<file path="config.mk">
export PLATFORM = sky130hd
export DESIGN_NAME = matrix_multiply_accumulate
export DESIGN_NICKNAME = d
export VERILOG_FILES = /design/src/sv/mma_pkg.sv /design/src/sv/mma_front.sv /design/src/sv/mma_cmd_queue.sv /design/src/sv/mma_back.sv /design/src/sv/mma_result_queue.sv /design/src/sv/matrix_multiply_accumulate.sv
export SDC_FILE = /design/constraint.sdc
export NUM_CORES = 2
export LEC_CHECK = 0
export CORE_MARGIN = 8
export CORE_UTILIZATION = 50
export CTS_CLUSTER_DIAMETER = 60
export CTS_CLUSTER_SIZE = 12
export DETAILED_ROUTE_END_ITERATION = 10
export DONT_BUFFER_PORTS = 1
export PLACE_DENSITY_LB_ADDON = 0.05
export SYNTH_ARGS = -nofsm -noshare
export SYNTH_HDL_FRONTEND = slang
export SYNTH_SLANG_ARGS = --single-unit
</file>
<file path="constraint.sdc">
create_clock -name clk -period 6.6 [get_ports clk]
set_input_delay 0.66 -clock clk [delete_from_list [all_inputs] [get_ports clk]]
set_output_delay 0.66 -clock clk [all_outputs]
set_load 0.02 [all_outputs]
</file>
<file path="src/sv/mma_pkg.sv">
// shared types and constants for the matrix multiply-accumulate block
// no dependencies; every other file refers to this package by scoped names
package mma_pkg;

    localparam int MATRIX_DIM = 3;
    localparam int CELLS      = MATRIX_DIM * MATRIX_DIM;
    localparam int LOAD_TOTAL = 2 * CELLS;
    localparam int WORD_W     = 32;

    localparam int DIM_W  = (MATRIX_DIM > 1) ? $clog2(MATRIX_DIM) : 1;
    localparam int CIDX_W = $clog2(CELLS);
    localparam int LOAD_W = $clog2(LOAD_TOTAL);

    // command queue between front and back
    localparam int CQ_DEPTH = 4;
    localparam int CQ_PTR_W = $clog2(CQ_DEPTH);
    localparam int CQ_CNT_W = $clog2(CQ_DEPTH + 1);

    // result queue at the output
    localparam int RQ_DEPTH = 2;
    localparam int RQ_PTR_W = $clog2(RQ_DEPTH);
    localparam int RQ_CNT_W = $clog2(RQ_DEPTH + 1);

    typedef logic [WORD_W-1:0]   word_t;
    typedef logic [DIM_W-1:0]    dim_t;
    typedef logic [CIDX_W-1:0]   cidx_t;
    typedef logic [LOAD_W-1:0]   load_t;
    typedef logic [CQ_PTR_W-1:0] cq_ptr_t;
    typedef logic [CQ_CNT_W-1:0] cq_cnt_t;
    typedef logic [RQ_PTR_W-1:0] rq_ptr_t;
    typedef logic [RQ_CNT_W-1:0] rq_cnt_t;

    // one classified element on its way to the back end
    typedef struct packed {
        logic  is_b;
        logic  last;
        cidx_t addr;
        word_t value;
    } load_cmd_t;

    // one result element
    typedef struct packed {
        word_t value;
        logic  last;
    } res_t;

    typedef enum logic [1:0] {
        BK_LOAD,
        BK_MAC,
        BK_DRAIN,
        BK_EMIT
    } back_state_t;

endpackage

</file>
<file path="src/sv/mma_front.sv">
// front end: counts incoming elements and tags each as an A or B entry
// depends on mma_pkg
module mma_front
(
    input  logic               clk,
    input  logic               rst_n,
    input  logic               push,
    input  mma_pkg::word_t     element,
    input  logic               cmd_full,
    output logic               full,
    output logic               cmd_push,
    output mma_pkg::load_cmd_t cmd
);

    mma_pkg::load_t pos_reg;
    mma_pkg::load_t pos_next;
    logic           in_take;

    assign full    = cmd_full;
    assign in_take = push && !cmd_full;
    assign cmd_push = in_take;

    // classify by position in the run
    always_comb
    begin
        cmd.value = element;
        cmd.is_b  = (pos_reg >= mma_pkg::load_t'(mma_pkg::CELLS));
        cmd.last  = (pos_reg == mma_pkg::load_t'(mma_pkg::LOAD_TOTAL - 1));
        if (cmd.is_b)
        begin
            cmd.addr = mma_pkg::cidx_t'(pos_reg - mma_pkg::load_t'(mma_pkg::CELLS));
        end
        else
        begin
            cmd.addr = mma_pkg::cidx_t'(pos_reg);
        end
    end

    always_comb
    begin
        pos_next = pos_reg;
        if (in_take)
        begin
            if (cmd.last)
            begin
                pos_next = '0;
            end
            else
            begin
                pos_next = pos_reg + mma_pkg::load_t'(1);
            end
        end
    end

    always_ff @(posedge clk or negedge rst_n)
    begin
        if (!rst_n)
        begin
            pos_reg <= '0;
        end
        else
        begin
            pos_reg <= pos_next;
        end
    end

endmodule

</file>
<file path="src/sv/mma_cmd_queue.sv">
// short queue of classified load commands between front and back end
// depends on mma_pkg
module mma_cmd_queue
(
    input  logic               clk,
    input  logic               rst_n,
    input  logic               wr_en,
    input  mma_pkg::load_cmd_t wr_data,
    input  logic               rd_en,
    output logic               full,
    output logic               valid,
    output mma_pkg::load_cmd_t rd_data
);

    mma_pkg::load_cmd_t slot_reg [mma_pkg::CQ_DEPTH];
    mma_pkg::cq_ptr_t   wr_ptr_reg;
    mma_pkg::cq_ptr_t   wr_ptr_next;
    mma_pkg::cq_ptr_t   rd_ptr_reg;
    mma_pkg::cq_ptr_t   rd_ptr_next;
    mma_pkg::cq_cnt_t   count_reg;
    mma_pkg::cq_cnt_t   count_next;
    logic               do_wr;
    logic               do_rd;

    assign full    = (count_reg == mma_pkg::cq_cnt_t'(mma_pkg::CQ_DEPTH));
    assign valid   = (count_reg != '0);
    assign rd_data = slot_reg[rd_ptr_reg];
    assign do_wr   = wr_en && !full;
    assign do_rd   = rd_en && valid;

    always_comb
    begin
        wr_ptr_next = wr_ptr_reg;
        rd_ptr_next = rd_ptr_reg;
        count_next  = count_reg;
        if (do_wr)
        begin
            wr_ptr_next = (wr_ptr_reg == mma_pkg::cq_ptr_t'(mma_pkg::CQ_DEPTH - 1)) ?
                          '0 : wr_ptr_reg + mma_pkg::cq_ptr_t'(1);
        end
        if (do_rd)
        begin
            rd_ptr_next = (rd_ptr_reg == mma_pkg::cq_ptr_t'(mma_pkg::CQ_DEPTH - 1)) ?
                          '0 : rd_ptr_reg + mma_pkg::cq_ptr_t'(1);
        end
        if (do_wr && !do_rd)
        begin
            count_next = count_reg + mma_pkg::cq_cnt_t'(1);
        end
        else if (do_rd && !do_wr)
        begin
            count_next = count_reg - mma_pkg::cq_cnt_t'(1);
        end
    end

    always_ff @(posedge clk or negedge rst_n)
    begin
        if (!rst_n)
        begin
            wr_ptr_reg <= '0;
            rd_ptr_reg <= '0;
            count_reg  <= '0;
        end
        else
        begin
            wr_ptr_reg <= wr_ptr_next;
            rd_ptr_reg <= rd_ptr_next;
            count_reg  <= count_next;
        end
    end

    always_ff @(posedge clk)
    begin
        if (do_wr)
        begin
            slot_reg[wr_ptr_reg] <= wr_data;
        end
    end

endmodule

</file>
<file path="src/sv/mma_back.sv">
// back end: holds A, B and the accumulator C, runs the multiply-accumulate
// and streams C out; depends on mma_pkg
module mma_back
(
    input  logic               clk,
    input  logic               rst_n,
    input  logic               cmd_valid,
    input  mma_pkg::load_cmd_t cmd,
    output logic               cmd_pop,
    input  logic               res_full,
    output logic               res_push,
    output mma_pkg::res_t      res
);

    mma_pkg::back_state_t state_reg;
    mma_pkg::back_state_t state_next;

    mma_pkg::word_t a_store_reg [mma_pkg::CELLS];
    mma_pkg::word_t b_store_reg [mma_pkg::CELLS];
    mma_pkg::word_t c_acc_reg   [mma_pkg::CELLS];

    mma_pkg::dim_t  i_reg;
    mma_pkg::dim_t  j_reg;
    mma_pkg::dim_t  k_reg;
    mma_pkg::cidx_t emit_idx_reg;

    logic           s1_valid_reg;
    logic           s2_valid_reg;
    mma_pkg::cidx_t s1_cidx_reg;
    mma_pkg::cidx_t s2_cidx_reg;
    mma_pkg::word_t a_rd_reg;
    mma_pkg::word_t b_rd_reg;
    mma_pkg::word_t prod_reg;

    logic           issue;
    logic           last_ijk;
    logic           last_emit;
    mma_pkg::cidx_t a_addr;
    mma_pkg::cidx_t b_addr;
    mma_pkg::cidx_t c_addr;
    mma_pkg::cidx_t c_rd_addr;
    mma_pkg::word_t c_rd;

    localparam mma_pkg::dim_t DIM_MAX = mma_pkg::dim_t'(mma_pkg::MATRIX_DIM - 1);

    assign last_ijk  = (i_reg == DIM_MAX) && (j_reg == DIM_MAX) && (k_reg == DIM_MAX);
    assign last_emit = (emit_idx_reg == mma_pkg::cidx_t'(mma_pkg::CELLS - 1));

    assign a_addr = mma_pkg::cidx_t'(i_reg * mma_pkg::MATRIX_DIM + j_reg);
    assign b_addr = mma_pkg::cidx_t'(j_reg * mma_pkg::MATRIX_DIM + k_reg);
    assign c_addr = mma_pkg::cidx_t'(i_reg * mma_pkg::MATRIX_DIM + k_reg);

    // accumulate and emit never overlap, so C has one read port
    assign c_rd_addr = (state_reg == mma_pkg::BK_EMIT) ? emit_idx_reg : s2_cidx_reg;
    assign c_rd      = c_acc_reg[c_rd_addr];

    assign res = {c_rd, last_emit};

    // next state
    always_comb
    begin
        state_next = state_reg;
        case (state_reg)
            mma_pkg::BK_LOAD:
            begin
                if (cmd_valid && cmd.last)
                begin
                    state_next = mma_pkg::BK_MAC;
                end
            end
            mma_pkg::BK_MAC:
            begin
                if (last_ijk)
                begin
                    state_next = mma_pkg::BK_DRAIN;
                end
            end
            mma_pkg::BK_DRAIN:
            begin
                if (!s1_valid_reg && !s2_valid_reg)
                begin
                    state_next = mma_pkg::BK_EMIT;
                end
            end
            mma_pkg::BK_EMIT:
            begin
                if (!res_full && last_emit)
                begin
                    state_next = mma_pkg::BK_LOAD;
                end
            end
            default:
            begin
                state_next = mma_pkg::BK_LOAD;
            end
        endcase
    end

    // state outputs
    always_comb
    begin
        cmd_pop  = 1'b0;
        issue    = 1'b0;
        res_push = 1'b0;
        case (state_reg)
            mma_pkg::BK_LOAD:  cmd_pop  = cmd_valid;
            mma_pkg::BK_MAC:   issue    = 1'b1;
            mma_pkg::BK_EMIT:  res_push = !res_full;
            default:           cmd_pop  = 1'b0;
        endcase
    end

    always_ff @(posedge clk or negedge rst_n)
    begin
        if (!rst_n)
        begin
            state_reg    <= mma_pkg::BK_LOAD;
            i_reg        <= '0;
            j_reg        <= '0;
            k_reg        <= '0;
            emit_idx_reg <= '0;
            s1_valid_reg <= 1'b0;
            s2_valid_reg <= 1'b0;
        end
        else
        begin
            state_reg    <= state_next;
            s1_valid_reg <= issue;
            s2_valid_reg <= s1_valid_reg;
            // i outer, j middle, k inner
            if (issue)
            begin
                if (k_reg == DIM_MAX)
                begin
                    k_reg <= '0;
                    if (j_reg == DIM_MAX)
                    begin
                        j_reg <= '0;
                        i_reg <= (i_reg == DIM_MAX) ? '0 : i_reg + mma_pkg::dim_t'(1);
                    end
                    else
                    begin
                        j_reg <= j_reg + mma_pkg::dim_t'(1);
                    end
                end
                else
                begin
                    k_reg <= k_reg + mma_pkg::dim_t'(1);
                end
            end
            if (res_push)
            begin
                emit_idx_reg <= last_emit ? '0 : emit_idx_reg + mma_pkg::cidx_t'(1);
            end
        end
    end

    // operand stores, registered reads and the multiplier stage
    always_ff @(posedge clk)
    begin
        if (cmd_pop && !cmd.is_b)
        begin
            a_store_reg[cmd.addr] <= cmd.value;
        end
        if (cmd_pop && cmd.is_b)
        begin
            b_store_reg[cmd.addr] <= cmd.value;
        end
        a_rd_reg    <= a_store_reg[a_addr];
        b_rd_reg    <= b_store_reg[b_addr];
        s1_cidx_reg <= c_addr;
        prod_reg    <= a_rd_reg * b_rd_reg;
        s2_cidx_reg <= s1_cidx_reg;
    end

    // accumulator, wraps at 32 bits
    always_ff @(posedge clk or negedge rst_n)
    begin
        if (!rst_n)
        begin
            for (int n = 0; n < mma_pkg::CELLS; n++)
            begin
                c_acc_reg[n] <= '0;
            end
        end
        else if (s2_valid_reg)
        begin
            c_acc_reg[s2_cidx_reg] <= c_rd + prod_reg;
        end
    end

endmodule

</file>
<file path="src/sv/mma_result_queue.sv">
// output queue of result elements, shown first-word-fall-through
// depends on mma_pkg
module mma_result_queue
(
    input  logic          clk,
    input  logic          rst_n,
    input  logic          wr_en,
    input  mma_pkg::res_t wr_data,
    input  logic          rd_en,
    output logic          full,
    output logic          empty,
    output mma_pkg::res_t rd_data
);

    mma_pkg::res_t   slot_reg [mma_pkg::RQ_DEPTH];
    mma_pkg::rq_ptr_t wr_ptr_reg;
    mma_pkg::rq_ptr_t wr_ptr_next;
    mma_pkg::rq_ptr_t rd_ptr_reg;
    mma_pkg::rq_ptr_t rd_ptr_next;
    mma_pkg::rq_cnt_t count_reg;
    mma_pkg::rq_cnt_t count_next;
    logic             do_wr;
    logic             do_rd;

    assign full    = (count_reg == mma_pkg::rq_cnt_t'(mma_pkg::RQ_DEPTH));
    assign empty   = (count_reg == '0);
    assign rd_data = slot_reg[rd_ptr_reg];
    assign do_wr   = wr_en && !full;
    assign do_rd   = rd_en && !empty;

    always_comb
    begin
        wr_ptr_next = wr_ptr_reg;
        rd_ptr_next = rd_ptr_reg;
        count_next  = count_reg;
        if (do_wr)
        begin
            wr_ptr_next = (wr_ptr_reg == mma_pkg::rq_ptr_t'(mma_pkg::RQ_DEPTH - 1)) ?
                          '0 : wr_ptr_reg + mma_pkg::rq_ptr_t'(1);
        end
        if (do_rd)
        begin
            rd_ptr_next = (rd_ptr_reg == mma_pkg::rq_ptr_t'(mma_pkg::RQ_DEPTH - 1)) ?
                          '0 : rd_ptr_reg + mma_pkg::rq_ptr_t'(1);
        end
        if (do_wr && !do_rd)
        begin
            count_next = count_reg + mma_pkg::rq_cnt_t'(1);
        end
        else if (do_rd && !do_wr)
        begin
            count_next = count_reg - mma_pkg::rq_cnt_t'(1);
        end
    end

    always_ff @(posedge clk or negedge rst_n)
    begin
        if (!rst_n)
        begin
            wr_ptr_reg <= '0;
            rd_ptr_reg <= '0;
            count_reg  <= '0;
        end
        else
        begin
            wr_ptr_reg <= wr_ptr_next;
            rd_ptr_reg <= rd_ptr_next;
            count_reg  <= count_next;
        end
    end

    always_ff @(posedge clk)
    begin
        if (do_wr)
        begin
            slot_reg[wr_ptr_reg] <= wr_data;
        end
    end

endmodule

</file>
<file path="src/sv/matrix_multiply_accumulate.sv">
// first element of C follows the last B transaction after the N^3 multiply-accumulate
// steps of the single multiplier, then a 3-stage pipe (operand read, multiply, accumulate)
// a run of 2*N^2 elements is loaded first; loads go at one per cycle while the command queue
// holds one, then one multiply-accumulate per cycle; the next run's loads wait there until C is emitted
// reset: asynchronous, active low; clears C, the load position and both queues
// A and B hold no reset value and are always fully written before use
module matrix_multiply_accumulate
(
    input  logic               clk,
    input  logic               rst_n,
    // element stream, A then B, row-major
    input  logic               push,
    output logic               full,
    input  logic signed [31:0] element,
    // result stream, C row-major
    output logic               empty,
    input  logic               pop,
    output logic signed [31:0] product_element,
    output logic               last_element
);

    // front to command queue
    logic               fr_push;
    mma_pkg::load_cmd_t fr_cmd;
    logic               cq_full;

    // command queue to back end
    logic               cq_valid;
    mma_pkg::load_cmd_t cq_cmd;
    logic               bk_pop;

    // back end to result queue
    logic               rq_full;
    logic               bk_res_push;
    mma_pkg::res_t      bk_res;
    mma_pkg::res_t      rq_res;

    // front end: element counter and A/B classification
    mma_front u_front
    (
        .clk      (clk),
        .rst_n    (rst_n),
        .push     (push),
        .element  (mma_pkg::word_t'(element)),
        .cmd_full (cq_full),
        .full     (full),
        .cmd_push (fr_push),
        .cmd      (fr_cmd)
    );

    // decouples input transactions from the multiply-accumulate run
    mma_cmd_queue u_cmd_queue
    (
        .clk     (clk),
        .rst_n   (rst_n),
        .wr_en   (fr_push),
        .wr_data (fr_cmd),
        .rd_en   (bk_pop),
        .full    (cq_full),
        .valid   (cq_valid),
        .rd_data (cq_cmd)
    );

    // back end: operand stores, multiplier pipe, accumulator, emit sequencer
    mma_back u_back
    (
        .clk       (clk),
        .rst_n     (rst_n),
        .cmd_valid (cq_valid),
        .cmd       (cq_cmd),
        .cmd_pop   (bk_pop),
        .res_full  (rq_full),
        .res_push  (bk_res_push),
        .res       (bk_res)
    );

    // two-entry output queue between the emit sequencer and the consumer;
    // a consumer stalled longer than that holds the emit sequencer
    mma_result_queue u_result_queue
    (
        .clk     (clk),
        .rst_n   (rst_n),
        .wr_en   (bk_res_push),
        .wr_data (bk_res),
        .rd_en   (pop),
        .full    (rq_full),
        .empty   (empty),
        .rd_data (rq_res)
    );

    assign product_element = signed'(rq_res.value);
    assign last_element    = rq_res.last;

endmodule

</file>
Word-level counts from Yosys, hierarchy flattened --
Memory sizes are Yosys's and may differ from the RTL's. A register that Yosys moved wholly into a read port is not among the register bits. Cells that the tools add are included.
Storage, ports and cells: flip-flop bits (word level) 358, memory bits (writable) 794, output and inout port bits 35, word-level logic and storage cells 145, memories 4
Memories:
- u_back.a_store_reg | depth 9, bits a word 32, read ports 1, clocked after Yosys merged registers in 1, write ports 1, RTL line mma_back.sv:18 | mma_pkg::word_t a_store_reg [mma_pkg::CELLS];
- u_back.b_store_reg | depth 9, bits a word 32, read ports 1, clocked after Yosys merged registers in 1, write ports 1, RTL line mma_back.sv:19 | mma_pkg::word_t b_store_reg [mma_pkg::CELLS];
- u_cmd_queue.slot_reg | depth 4, bits a word 38, read ports 1, clocked after Yosys merged registers in 0, write ports 1, RTL line mma_cmd_queue.sv:15 | mma_pkg::load_cmd_t slot_reg [mma_pkg::CQ_DEPTH];
- u_result_queue.slot_reg | depth 2, bits a word 33, read ports 1, clocked after Yosys merged registers in 0, write ports 1, RTL line mma_result_queue.sv:15 | mma_pkg::res_t slot_reg [mma_pkg::RQ_DEPTH];
Cells by class: add/sub/neg operators 18, $mul 3, order comparisons 4, equal/unequal tests 16, mux-type cells 37, bitwise operators 2, reduce and logical (&&, ||, !) cells 35
Operator list (count):
- $bwmux 288 | 1
- $bmux 32 s4 | 1
- $demux 32 s4 | 1
- $mux 32 | 3
- $add 32x32->32 | 1
- $mul 32x32->32 | 1
- $mux 2 | 11
- $logic_and 1x1->1 | 17
- $eq 2x2->1 const B | 8
- $mux 1 | 13
- $add 2x1->2 const B | 6
- $add 4x2->4 | 3
- $mux 4 | 3
- $ge 5x5->1 const B | 2
- $logic_not 1->1 | 10
- $not 4->5 | 2
- $mul 2x2->4 const B | 2
- $pmux 2 s4 | 1
- $mux 3 | 2
- $ne 2x1->1 const B | 3
- $add 5x1->5 const B | 1
- $eq 5x5->1 const B | 1
- $ge 5x4->1 const B | 1
- $lt 5x1->1 const B | 1
- 17 further kinds | 20

Depth between registers and ports, before layout --
word-level depth 8, mapped depth 26, gate-level depth less buffers 24

Modules after synthesis --
From an unflattened synthesis, not the netlist that was laid out.
Unflattened totals: cell total of the unflattened synthesis 4864, area total of the unflattened synthesis 64775.9 µm²
Modules (own cells, without submodules):
- mma_back | instances 1, cells an instance 4424, area each 55408.1 µm²
- mma_cmd_queue | instances 1, cells an instance 236, area each 5957.0 µm²
- mma_result_queue | instances 1, cells an instance 122, area each 2730.1 µm²
- mma_front | instances 1, cells an instance 82, area each 680.7 µm²

Worst setup path before layout --
No wires, ideal clock.
path type reg-to-reg, start register u_back.b_rd_reg[3], read port of u_back.b_store_reg, end register u_back.prod_reg[31], setup time 123 ps, arrival 6532 ps, setup slack -55 ps, cell stages (with the launch flop) 25, path buffers 2, path through dfxtp_1 -> clkbuf_1 -> clkbuf_1 -> and2_1 -> fa_1 -> inv_1 -> fa_1 -> fa_1 -> fa_1 -> inv_1 -> fa_1 -> inv_1 -> fa_1 -> inv_1 -> fa_1 -> fa_1 -> ha_1 -> nand2_1 -> nor2_1 -> a211o_1 -> o41a_1 -> a31o_2 -> a211oi_1 -> o31ai_1 -> xnor2_1
On the way: word-level cells in the longest chain between the ends 1
RTL lines:
- from (decl) | RTL line mma_back.sv:32 | mma_pkg::word_t b_rd_reg;
- $mul 32x32->32 | RTL line mma_back.sv:172 | prod_reg <= a_rd_reg * b_rd_reg;
- to (signal assigned) | RTL line mma_back.sv:172
- to (decl) | RTL line mma_back.sv:33 | mma_pkg::word_t prod_reg;
No other way between the ends. A chain may end at the register's enable or synchronous reset.

Worst setup path in the final report --
start register u_back.b_rd_reg[7], read port of u_back.b_store_reg, end register u_back.prod_reg[31]
The elaborated chain is that of the path after synthesis.

==> summary.md <==
| Metric | Value |
|---|---|
| Std-Cell Rows | 131 |
| Fmax | 0.152 GHz |
| CP bufs+invs | 6 |
| Run status | finished, violations left |
| Top cell type's share of synthesized area | 37.3% |
| Max-cap violations | 0 |
| Final setup vio count | 0 |
| First-pass GRT wire length | 237,000 µm |
| Fraction of layout cells with a size suffix above 1 | 17.0% |
| Critical Setup Path Class | reg2reg |
| Worst reg-to-reg setup slack | 0.03 ns |
| Area occupied by registers | 33,900 µm² |
| Worst Skew | 0.0964 ns |
| Post-synthesis simple-gate area fraction | 9.22% |
| Fin area | 71,800 µm² |
| Die area | 140,000 µm² |
| Nets | 5,560 |
| Crit-path slowest cell | fa_1 |
| Core box area | 127,000 µm² |
| CP Max Fanout | 10 |
| Root buffer cell | clkbuf_16 |
| Netlist cell types | 78 |
| Xor and xnor area share after synthesis | 1.67% |
| Largest family of logic cells by synthesized area | adder cells |
| Crit share post-route | 99.6% |
| CP Capture Type | flop |
| Seq/Total Area, Yosys | 53.0% |
| Startpoint Class | flop |
| Ys async rst share | 26.2% |
| CP Depth | 22 |
| CP Capture Point | u_back.prod_reg[31] |
| Final setup margin | 0.0251 ns |
| Area contributors post-synth | edfxtp_1, fa_1, dfrtp_1 |
| DR WL met3 | 7370 µm |
| Critical path required time | 7.22 ns |
| Worst path top cell family by delay | adder cells |
| Area Overhead vs Synth | 12.2% |
| Most used DFF post-synth | edfxtp_1 |
| Fill count | 10.4k |
| CTS Buf Count | 121 |
| Min Tclk post-route | 6.57 ns |
| DR top layer | met4 |
| RSZ-0062 raised after global routing | true |
| Post-Route WL | 153,000 µm |
| CTS Hold Bufs | 32 |
| Die W | 374 µm |
| Synth Register Bits | 1,216 |
| Clock latency on the worst-skew pair | 0.77 ns |
| Cells after synthesis | 4,770 |
| Metal2 WL | 73,300 µm |
| Violated checks | hold timing |
| Final hold slack | -0.406 ns |
| Synth Cell Area | 64,000 µm² |
| Initial antenna violation count | 13 |
| Wire length per cell | 22.9 µm |
| Placer Congestion | 0.836 |
| Vias | 36.6k |
| Dpl cell area | 67,500 µm² |
| Vias per cell | 5.47 |
| DRT met1 WL | 68,500 µm |
| Vias in the first global route | 38.3k |
| Area leader, netlist | edfxtp_1 |
| CP cell instances | buf_4 -> and2_1 -> fa_2 -> fa_2 -> fa_1 -> inv_2 -> fa_1 -> inv_2 -> fa_1 -> inv_2 -> fa_1 -> inv_2 -> fa_1 -> fa_1 -> ha_4 -> buf_6 -> a211o_1 -> o41a_1 -> a31o_4 -> a211oi_4 -> o31ai_2 -> xnor2_1 |
| Pre-CTS setup slack | -0.325 ns |
| RR Startpoint | u_back.b_rd_reg[7] |
| CTS tree | done |
| Capturing point of the worst reg2reg path | u_back.prod_reg[31] |
| Post-synth EDFFs | 794 |
| Starting Density | 50.2% |
| Max-slew headroom | 18.4% |
| CP startpoint | u_back.b_rd_reg[7] |
| R2R cell count | 22 |
| Final Hold Fails | 318 |
| Quantity of I/O buffers inserted on ports | 0 |
| Antenna Nets Post-Route | 0 |
| CP max stage delay | 0.57 ns |
| Largest net degree at the start of global routing | 319 |
| Post-Synth Adder-Cell Area | 16.5% |
| GRT Overall Usage | 22.1% |
| Synth warn | 0 |
| Measured slew at the worst slew-check pin | 1.22 ns |
| Synth Area in Compound Gates | 4.40% |
| Area of the multi-input gates | 28,100 µm² |
| Post-route DRC | 0 |
| CP most frequent cell | fa_1 |
| Final HPWL DP | 107,000 µm |
| Multiplexer share of the synthesized area | 11.2% |
| Clock Sinks | 1,216 |
| Top Ports | 71 |
| H-tree levels | 3 |
| Die Ht | 374 µm |
| HP Class | in2async |
| Clk pin slew, worst setup/hold paths | 0.06 ns |
| Global route overflow | 0 |
| Initial DRC Count | 2,491 |
| Clock tree buffer depth | 3 |
| Final Max Slew Viols | 0 |
| Critical path arrival | 7.20 ns |
| Net Count, Synth | 5,404 |
| Mean area per synthesized cell | 13.4 µm² |
| DR pass1 iterations | 7 |
-- how the worst min path moves through the flow --
stage / from / end / slack [ns] / cells past startpoint
after global placement: u_back.s1_cidx_reg[1] / u_back.s2_cidx_reg[1] / 0.31 / 0
after floorplan: u_back.s1_cidx_reg[0] / u_back.s2_cidx_reg[0] / 0.31 / 0
final: rst_n / u_back.c_acc_reg[100] / -0.41 / 0
after CTS: rst_n / u_back.c_acc_reg[69] / -0.45 / 0
after global routing: rst_n / u_back.c_acc_reg[133] / -0.46 / 0
after detailed placement: u_back.s1_cidx_reg[0] / u_back.s2_cidx_reg[0] / 0.31 / 0
-- cells by family (layout without fill, tap and decap cells) --
group,count (synthesis),after routing
DFF,1216,1216
adders and majority gates,598,598
buffers and inverters,670,930
AOI/OAI and AO/OA,483,483
and+or+nand+nor,1264,1264
xor gates and xnor gates,120,120
other,0,2
muxes,419,419
-- layout make-up --
| class | instances | area share (%) |
|---|---|---|
| clock inverters | 30 | 0.544 |
| diodes | 2 | 0.00697 |
| flip-flops and latches | 1216 | 47.2 |
| inverters | 422 | 2.21 |
| well taps | 1662 | 2.90 |
| clock buffers | 197 | 4.70 |
| multi-input cells | 2884 | 39.1 |
| repair buffers | 281 | 3.32 |
-- Yosys cell counts, types with 24 or more instances --
cell type	n
edfxtp_1	794
nand2_1	676
inv_1	422
fa_1	414
dfrtp_1	318
and2_1	310
o21ai_0	262
mux4_2	230
clkbuf_1	205
ha_1	184
nor2_1	128
dfxtp_1	104
a21oi_1	101
mux2i_1	98
xnor2_1	94
mux2_2	90
buf_1	29
nand3_1	24
xor2_1	24
-- stage by stage --
stage          util, %  hold WS (ns)  std cells  TNS [ns]
2_1_floorplan        -         0.310       4770         0
3_3_place_gp      53.0         0.312       6431    -0.914
3_5_place_dp      53.0         0.312       6431     -1.18
4_1_cts           56.3        -0.454       6691   -0.0229
5_1_grt           56.4        -0.463       6692    -0.452
6_report          56.4        -0.406       6694         0
-- placed cells by master, fill, tap and decap left out, drive strengths merged, types with 9 or more instances in the layout --
cell / instances
o31ai: 24
nor2: 128
a21o: 15
a211oi: 10
edfxtp: 794
mux2: 90
a21oi: 104
o21a: 9
clkinv: 15
ha: 184
nand3: 24
dfrtp: 318
xor2: 25
fa: 414
o21ai: 265
buf: 249
or4: 11
dlygate4sd3: 32
nor3: 25
nand2b: 17
mux4: 230
nor2b: 20
a31oi: 15
dfxtp: 104
inv: 430
nand2: 676
xnor2: 95
and2: 311
clkbuf: 197
or3: 14
mux2i: 99
-- what timing repair did --
action | in CTS | in global routing
pin swaps | 16 | 17
cloned | 0 | 0
buffers inserted | 1 | 3
endpoints found under the setup margin | 6 | 13
gates resized for setup | 27 | 48
hold endpoints to repair | 446 | 318
-- layer usage --
metal / track usage (%) / vias to the layer above
li1: - / 16742
met1: 31.2 / 18893
met2: 36.0 / 782
met3: 3.35 / 223
met4: 6.09 / 0
met5: 0 / -
Power is left out: the tool's default activity adds up to more than one toggle a clock period on the data nets, which glitch-free logic cannot reach.
